### config.mk
export PLATFORM = sky130hd
export DESIGN_NAME = keyed_first_free_slot_table
export DESIGN_NICKNAME = d
export VERILOG_FILES = /design/src/rtl/kffst_pkg.sv /design/src/rtl/kffst_cell.sv /design/src/rtl/keyed_first_free_slot_table.sv
export SDC_FILE = /design/constraint.sdc
export NUM_CORES = 2
export LEC_CHECK = 0
export BUFFER_PORTS_ARGS = -buffer_cell sky130_fd_sc_hd__buf_2
export CAP_MARGIN = 20
export CORE_ASPECT_RATIO = 2
export CORE_MARGIN = 5
export CORE_UTILIZATION = 57
export DETAILED_ROUTE_END_ITERATION = 7
export PLACE_DENSITY = 0.73
export SETUP_SLACK_MARGIN = 0.1
export SLEW_MARGIN = 10
export SYNTH_ARGS = -nofsm -noshare
export SYNTH_HDL_FRONTEND = slang
export SYNTH_HIERARCHICAL = 1
export SYNTH_SLANG_ARGS = --single-unit
export TNS_END_PERCENT = 10
### constraint.sdc
create_clock -name clk -period 8.3 [get_ports clk]
set_input_delay 0.83 -clock clk [delete_from_list [all_inputs] [get_ports clk]]
set_output_delay 0.83 -clock clk [all_outputs]
set_load 0.03 [all_outputs]
### src/rtl/kffst_pkg.sv
// ----------------------------------------------------------------------------
// kffst_pkg
// Shared constants, operation codes, the probe type that moves along the
// chain of slot cells and the write type of the keyed first-free slot table.
// ----------------------------------------------------------------------------
package kffst_pkg;

  localparam int NUM_ROWS = 4;
  localparam int NUM_COLS = 8;
  localparam int KEY_BITS = 64;
  localparam int SLOTS    = NUM_ROWS * NUM_COLS;

  localparam int ROW_W = (NUM_ROWS > 1) ? $clog2(NUM_ROWS) : 1;
  localparam int COL_W = (NUM_COLS > 1) ? $clog2(NUM_COLS) : 1;

  localparam logic [1:0] FN_ALLOC   = 2'd0;
  localparam logic [1:0] FN_RELEASE = 2'd1;
  localparam logic [1:0] FN_LOCATE  = 2'd2;
  localparam logic [1:0] FN_QUERY   = 2'd3;

  typedef struct packed {
    logic                act;
    logic [1:0]          func;
    logic [KEY_BITS-1:0] key;
    logic                q_in;
    logic [ROW_W-1:0]    q_row;
    logic [COL_W-1:0]    q_col;
    logic                found;
    logic [ROW_W-1:0]    hit_row;
    logic [COL_W-1:0]    hit_col;
    logic                free;
    logic [ROW_W-1:0]    free_row;
    logic [COL_W-1:0]    free_col;
    logic                occ;
  } probe_t;

  typedef struct packed {
    logic                en;
    logic                set;
    logic [ROW_W-1:0]    row;
    logic [COL_W-1:0]    col;
    logic [KEY_BITS-1:0] key;
  } wr_t;

endpackage

### src/rtl/kffst_cell.sv
// ----------------------------------------------------------------------------
// kffst_cell
// One slot of the table: holds a valid bit and a key, checks the passing
// probe for a key match, a free slot and a slot query, and hands the probe
// to the next cell through its probe register.
// ----------------------------------------------------------------------------
module kffst_cell (
  input  logic                          clk,
  input  logic                          rst_n,
  input  logic [kffst_pkg::ROW_W-1:0]   cell_row,
  input  logic [kffst_pkg::COL_W-1:0]   cell_col,
  input  kffst_pkg::probe_t             probe_in,
  input  kffst_pkg::wr_t                wr,
  output kffst_pkg::probe_t             probe_out
);

  logic                           valid_r;
  logic [kffst_pkg::KEY_BITS-1:0] key_r;
  kffst_pkg::probe_t              probe_r;
  kffst_pkg::probe_t              probe_nxt;
  logic                           hit;
  logic                           wr_here;

  assign hit     = valid_r && (key_r == probe_in.key);
  assign wr_here = wr.en && (wr.row == cell_row) && (wr.col == cell_col);

  always_comb begin
    probe_nxt = probe_in;
    if (!probe_in.found && hit) begin
      probe_nxt.found   = 1'b1;
      probe_nxt.hit_row = cell_row;
      probe_nxt.hit_col = cell_col;
    end
    if (!probe_in.free && !valid_r) begin
      probe_nxt.free     = 1'b1;
      probe_nxt.free_row = cell_row;
      probe_nxt.free_col = cell_col;
    end
    if (probe_in.q_in && (probe_in.q_row == cell_row) && (probe_in.q_col == cell_col)) begin
      probe_nxt.occ = valid_r;
    end
  end

  always_ff @(posedge clk) begin
    if (!rst_n) begin
      valid_r     <= 1'b0;
      probe_r.act <= 1'b0;
    end else begin
      probe_r <= probe_nxt;
      if (wr_here) begin
        valid_r <= wr.set;
      end
    end
  end

  always_ff @(posedge clk) begin
    if (wr_here && wr.set) begin
      key_r <= wr.key;
    end
  end

  assign probe_out = probe_r;

endmodule

### src/rtl/keyed_first_free_slot_table.sv
// ----------------------------------------------------------------------------
// keyed_first_free_slot_table
// Slot table with allocate, release, locate and slot query; an item walks
// through a chain of slot cells, one cell per cycle, then the table is
// updated and the result is posted.
// ----------------------------------------------------------------------------
// result path: each cell's probe register, then the pending and the output register
// flow: one item at a time; in_stall holds until the result moves from the
//   pending to the output register; the next item is taken while that result waits
// reset: all slots free at once, keys are left as they are, no clearing pass
module keyed_first_free_slot_table (
  input  logic        clk,
  input  logic        rst_n,
  input  logic        in_valid,
  output logic        in_stall,
  input  logic [1:0]  in_func,
  input  logic [63:0] in_plate_key,
  input  logic [1:0]  in_query_row,
  input  logic [2:0]  in_query_col,
  output logic        out_valid,
  input  logic        out_stall,
  output logic        out_ok,
  output logic [1:0]  out_slot_row,
  output logic [2:0]  out_slot_col,
  output logic        out_occupied
);

  kffst_pkg::probe_t chain [kffst_pkg::SLOTS+1];
  kffst_pkg::probe_t entry;
  kffst_pkg::probe_t last;
  kffst_pkg::wr_t    wr;

  logic       busy_r, busy_nxt;
  logic       pend_vld_r, pend_vld_nxt;
  logic       pend_ok_r, pend_occ_r;
  logic [1:0] pend_row_r;
  logic [2:0] pend_col_r;
  logic       out_valid_r, out_ok_r, out_occ_r;
  logic [1:0] out_row_r;
  logic [2:0] out_col_r;
  logic       acc_in;
  logic       out_free;
  logic       res_ok, res_occ;
  logic [1:0] res_row;
  logic [2:0] res_col;

  assign acc_in   = in_valid && !busy_r;
  assign in_stall = busy_r;
  assign out_free = !out_valid_r || !out_stall;

  always_comb begin
    entry          = '0;
    entry.act      = acc_in;
    entry.func     = in_func;
    entry.key      = in_plate_key[kffst_pkg::KEY_BITS-1:0];
    entry.q_in     = (in_func == kffst_pkg::FN_QUERY)
                     && (int'(in_query_row) < kffst_pkg::NUM_ROWS)
                     && (int'(in_query_col) < kffst_pkg::NUM_COLS);
    entry.q_row    = kffst_pkg::ROW_W'(in_query_row);
    entry.q_col    = kffst_pkg::COL_W'(in_query_col);
  end

  assign chain[0] = entry;

  for (genvar r = 0; r < kffst_pkg::NUM_ROWS; r++) begin : g_row
    for (genvar c = 0; c < kffst_pkg::NUM_COLS; c++) begin : g_col
      kffst_cell u_cell (
        .clk       (clk),
        .rst_n     (rst_n),
        .cell_row  (kffst_pkg::ROW_W'(r)),
        .cell_col  (kffst_pkg::COL_W'(c)),
        .probe_in  (chain[r*kffst_pkg::NUM_COLS + c]),
        .wr        (wr),
        .probe_out (chain[r*kffst_pkg::NUM_COLS + c + 1])
      );
    end
  end

  assign last = chain[kffst_pkg::SLOTS];

  // commit the table update and form the result when the probe leaves the chain
  always_comb begin
    wr      = '0;
    wr.key  = last.key;
    res_ok  = 1'b0;
    res_row = 2'd0;
    res_col = 3'd0;
    res_occ = 1'b0;
    unique case (last.func)
      kffst_pkg::FN_ALLOC: begin
        if (last.found) begin
          res_ok  = 1'b1;
          res_row = 2'(last.hit_row);
          res_col = 3'(last.hit_col);
        end else if (last.free) begin
          wr.en   = last.act;
          wr.set  = 1'b1;
          wr.row  = last.free_row;
          wr.col  = last.free_col;
          res_ok  = 1'b1;
          res_row = 2'(last.free_row);
          res_col = 3'(last.free_col);
        end
      end
      kffst_pkg::FN_RELEASE: begin
        if (last.found) begin
          wr.en  = last.act;
          wr.set = 1'b0;
          wr.row = last.hit_row;
          wr.col = last.hit_col;
          res_ok = 1'b1;
        end
      end
      kffst_pkg::FN_LOCATE: begin
        if (last.found) begin
          res_ok  = 1'b1;
          res_row = 2'(last.hit_row);
          res_col = 3'(last.hit_col);
        end
      end
      kffst_pkg::FN_QUERY: begin
        res_occ = last.occ;
      end
      default: begin
        res_ok = 1'b0;
      end
    endcase
  end

  always_comb begin
    busy_nxt     = busy_r;
    pend_vld_nxt = pend_vld_r;
    if (acc_in) begin
      busy_nxt = 1'b1;
    end
    if (last.act) begin
      pend_vld_nxt = 1'b1;
    end else if (pend_vld_r && out_free) begin
      pend_vld_nxt = 1'b0;
      busy_nxt     = 1'b0;
    end
  end

  always_ff @(posedge clk) begin
    if (!rst_n) begin
      busy_r      <= 1'b0;
      pend_vld_r  <= 1'b0;
      out_valid_r <= 1'b0;
    end else begin
      busy_r     <= busy_nxt;
      pend_vld_r <= pend_vld_nxt;
      if (out_free) begin
        out_valid_r <= pend_vld_r;
      end
    end
  end

  always_ff @(posedge clk) begin
    if (last.act) begin
      pend_ok_r  <= res_ok;
      pend_row_r <= res_row;
      pend_col_r <= res_col;
      pend_occ_r <= res_occ;
    end
    if (out_free && pend_vld_r) begin
      out_ok_r  <= pend_ok_r;
      out_row_r <= pend_row_r;
      out_col_r <= pend_col_r;
      out_occ_r <= pend_occ_r;
    end
  end

  assign out_valid    = out_valid_r;
  assign out_ok       = out_ok_r;
  assign out_slot_row = out_row_r;
  assign out_slot_col = out_col_r;
  assign out_occupied = out_occ_r;

  a_probe_needs_busy: assert property (@(posedge clk) disable iff (!rst_n)
    last.act |-> busy_r)
    else $error("probe in chain while block idle");

  a_accept_sets_busy: assert property (@(posedge clk) disable iff (!rst_n)
    acc_in |=> busy_r)
    else $error("busy not set after item taken");

  a_no_pend_overlap: assert property (@(posedge clk) disable iff (!rst_n)
    !(pend_vld_r && last.act))
    else $error("probe finished while previous result pending");

  a_write_at_end: assert property (@(posedge clk) disable iff (!rst_n)
    wr.en |-> last.act)
    else $error("table write without finished probe");

  a_ok_occ_excl: assert property (@(posedge clk) disable iff (!rst_n)
    out_valid_r |-> !(out_ok_r && out_occ_r))
    else $error("result has both ok and occupied set");

endmodule

# [Yosys cells after proc, flatten, opt, wreduce, memory -nomap -nowiden]
# Index checks and enable logic that the tools add are counted.
[word_totals] out_inout_bits=9 elab_cells=982 input_bits=75 register_bits=4843
[op_classes] muxes=54 n_eq_ne=98 reduce_logical=342
[ops] cell="64-bit equality test" n=32
[ops] cell="1-bit logical AND" n=228
[ops] cell="1-bit logical NOT" n=96
[ops] cell="3-bit equality test (second input constant)" n=20
[ops] cell="2-bit equality test (second input constant)" n=21
[ops] cell="1-bit 2-to-1 mux" n=39
[ops] cell="3-bit by 2-bit equality test with 1-bit output (second input constant)" n=10
[ops] cell="7-bit 2-to-1 mux" n=3
[ops] cell="2-bit by 1-bit equality test with 1-bit output (second input constant)" n=10
[ops] cell="2-bit logical NOT" n=10
[ops] cell="3-bit by 1-bit equality test with 1-bit output (second input constant)" n=5
[ops] cell="3-bit logical NOT" n=5
[ops] cell="7-bit case mux with 2 select lines" n=1
[ops] cell="6-bit 2-to-1 mux" n=2
[ops] cell="3-bit 2-to-1 mux" n=3
[ops] cell="2-bit 2-to-1 mux" n=3
[ops] cell="3-bit case mux with 2 select lines" n=1
[ops] cell="2-bit case mux with 2 select lines" n=1
[ops] cell="1-bit case mux with 2 select lines" n=1
[ops] cell="2-bit nonzero test" n=1
[ops] cell="2-bit OR reduction" n=1
[ops] cell="1-bit logical OR" n=1

# [Depth between registers and ports, before layout]
[logic_depth] ltp_word=7 mapped_depth=11 depth_no_buf=10

# [Hierarchy]
# Netlist, hierarchy kept.
[modules_own_cells] module="kffst_cell" area_each_um2=5561.6 seq_area_each_um2=4514.3 instances=32 cells_per_inst=286
[modules_own_cells] module="keyed_first_free_slot_table" area_each_um2=915.9 seq_area_each_um2=480.5 instances=1 cells_per_inst=82

# [Worst setup path after synthesis]
# No wires, ideal clock.
[synth_path] path_type="register -> register" from="register g_row[3].g_col[7].u_cell.probe_r, in the netlist g_row[3].g_col[7].u_cell/probe_out[83]" to="register g_row[0].g_col[2].u_cell/key_r[0] (netlist name), enable pin" synth_period_minus_slack_ns=7.855 setup_time_ns=0.488 t_arrival_ns=7.367 required_ns=7.812 n_path_buf=1 stages_incl_launch_ff=10 slack_ns=0.445 path_cell_list="edfxtp_1 > inv_1 > ha_1 > buf_4 > nand3b_4 > o21ai_0 > xor2_1 > nor4_1 > nand3_1 > nor2_1"
[synth_lines] element="start, declared" line_no="kffst_cell.sv:19" rtl="kffst_pkg::probe_t probe_r;"
[synth_lines] element="start signal, assigned" line_no="kffst_cell.sv:49" rtl="probe_r <= probe_nxt;"
[synth_lines] element="end signal, assigned" line_no="kffst_cell.sv:58" rtl="key_r <= wr.key;"
[synth_lines] element="end, declared" line_no="kffst_cell.sv:18" rtl="logic [kffst_pkg::KEY_BITS-1:0] key_r;"

==> flow_summary.toml <==
[synth]
ys.warnings.count = 6
synth.avg_cell_area_um2 = 19.37
netlist_area_um2 = 178700
synthCells = 9228

[clock_network]
cts-buffers-inserted = 394
clock_tree.buffer_depth = 4
cts.reportedPaths.clkPinSlew_ns = 0.07
cts.sinks = 4843
cts_resized = 0
insertion_delay_ns = 0.90
hold_buffers = 0
postCtsSetupBuffers = 0
root_buffer = "clkbuf_16"
cts_tree = "done"
cts_max_level = 5

[pwr]
leakagePower_nw = 68.32
seq_power_share_pct = 58.2
ir_drop_v = 0.0002863
p_sw_share_pct = 19.89
power_frac_comb_pct = 3.0
power_density_nw_per_um2 = 241.1
switchingPower_w = 0.009650
cell_internal_pwr_w = 0.03888
clockPowerShare_pct = 38.9

[cells_and_area]
mostFrequentLayoutCells = "edfxtp_1, xor2_1, xnor2_1"
nFillCells = 20420
fin_nets = 10570
drive_above_1_share_pct = 11.91
syn_to_final_growth_pct = 12.61
fin_util_pct = 64.49
final_area_um2 = 201200
final_cells = 14910
layout_commonest_cell = "edfxtp_1"

[timing]
holdWs_ns = 0.1217
setup_tns_ns = 0
maxSlewHeadroom_pct = 20.98
finalSetupViolCount = 0
hold_viol = 0
post-route-min-period_ns = 4.394
rsz0062_at_grt = "no"
fin_worst_skew_ns = 0.03549
worst_slew_pin_slew_ns = 1.185
period_share_pct = 52.94
max_freq_mhz = 227.6
slew_viol_final = 0

[job]
drv_cap = 0

[route]
drc = 0
wl_per_cell_um = 22.16
vias = 80170
drtIter0Drc = 4871
first_pass_iters = 8
postRouteAntennaNets = 0
routed_wl_um = 330300
routed_via_density = 5.378

[critical_path]
crit_fanout = 49
crit_arrival_ns = 4.92
cp.required_ns = 8.83
start_kind = "flop"
endpoint_kind = "flop"
critical_path_class = "flop to flop"

[floorplan]
rows = 290
die_area_um2 = 325500
ios = 84
initial_utilization_pct = 57.27
coreArea_um2 = 312000
die_w_um = 405.9
die_h_um = 801.9

[run_status]
status = "completed"

[grt]
grt-ovfl-total = 0
grt_pass1_wl_um = 496300
grtUsageTotal_pct = 20.16
antenna_found_initial = 4
grt_pass1_vias = 87670
grt_max_degree = 184

[place]
io_buffers = 83
postPlaceCellArea_um2 = 187900
placedCellCount = 14170
gp_congestion = 0.8459
hpwlAfterDp_um = 228700

[worst_hold_path]
holdCritPathClass = "input port to flop"
## power groups by stage
stage	clock [W]	combinational [W]	sequential (W)
detailed placement	0	0.00142	0.0288
CTS	0.0192	0.00143	0.0282
global placement	0	0.00134	0.0287
floorplan	0	0.000728	0.0287
global route	0.0203	0.00157	0.0283
finish	0.0189	0.00144	0.0282
## area by class of cell
type	count	area, um^2	share of cell area [%]
Clock buffer	461	10340	5.138
Clock inverter	264	2813	1.398
Multi-Input combinational cell	4520	34510	17.15
Inverter	484	1817	0.9028
Antenna cell	5	12.51	0.006218
Sequential cell	4843	144800	71.94
Tap cell	4088	5115	2.542
Timing Repair Buffer	242	1872	0.9302
## stage by stage
stage                     setup slack (ns)  total power [W]
after floorplan                     0.4449          0.02938
after global placement               4.019          0.03005
after detailed placement             3.968          0.03019
after CTS                            3.928          0.04892
after global routing                 3.645          0.05012
final                                3.906          0.04853
## flip-flops by register name (all words and copies together) (netlist names)
| register | cells |
|---|---|
| g_row.g_col.u_cell/key_r | 2048 |
| g_row.g_col.u_cell/probe_out | 2746 |
| out_slot_col | 3 |
| pend_col_r | 3 |
| pend_vld_r | 1 |
| pend_row_r | 2 |
| out_slot_row | 2 |
| out_occupied | 1 |
| pend_occ_r | 1 |
| g_row.g_col.u_cell/valid_r | 32 |
| out_ok | 1 |
| pend_ok_r | 1 |
| out_valid | 1 |
| in_stall | 1 |
## worst max-delay path: stages (launching register included)
cell	delay (ns)
edfxtp_1	0.47
inv_1	0.16
ha_1	0.46
nand4b_1	0.25
a21oi_4	0.20
buf_4	0.50
xor2_1	0.13
nor4_1	0.34
nand3_1	0.20
nor2_4	0.48
buf_4	0.65
## worst paths after layout
| path | startpoint | end | slack [ns] | cells after the start |
|---|---|---|---|---|
| setup / recovery | g_row[3].g_col[7].u_cell/probe_out[83] | g_row[0].g_col[5].u_cell/key_r[22] | 3.91 | 10 |
| hold reg to reg | g_row[2].g_col[1].u_cell/probe_out[84] | g_row[2].g_col[2].u_cell/probe_out[84] | 0.40 | 0 |
| setup reg to reg | g_row[3].g_col[7].u_cell/probe_out[83] | g_row[0].g_col[5].u_cell/key_r[22] | 3.91 | 10 |
| hold / removal | in_plate_key[12] | g_row[0].g_col[0].u_cell/probe_out[31] | 0.12 | 1 |
## routing by layer
metal	global-route usage [%]	up-vias	part of all wire [%]
met2	40.54	1539	59
met3	2.129	822	2.7
li1	-	37190	-
met5	0	-	0
met4	13.84	0	8.2
met1	18.29	40620	30
No activity file was read; power rests on OpenSTA's default activity.
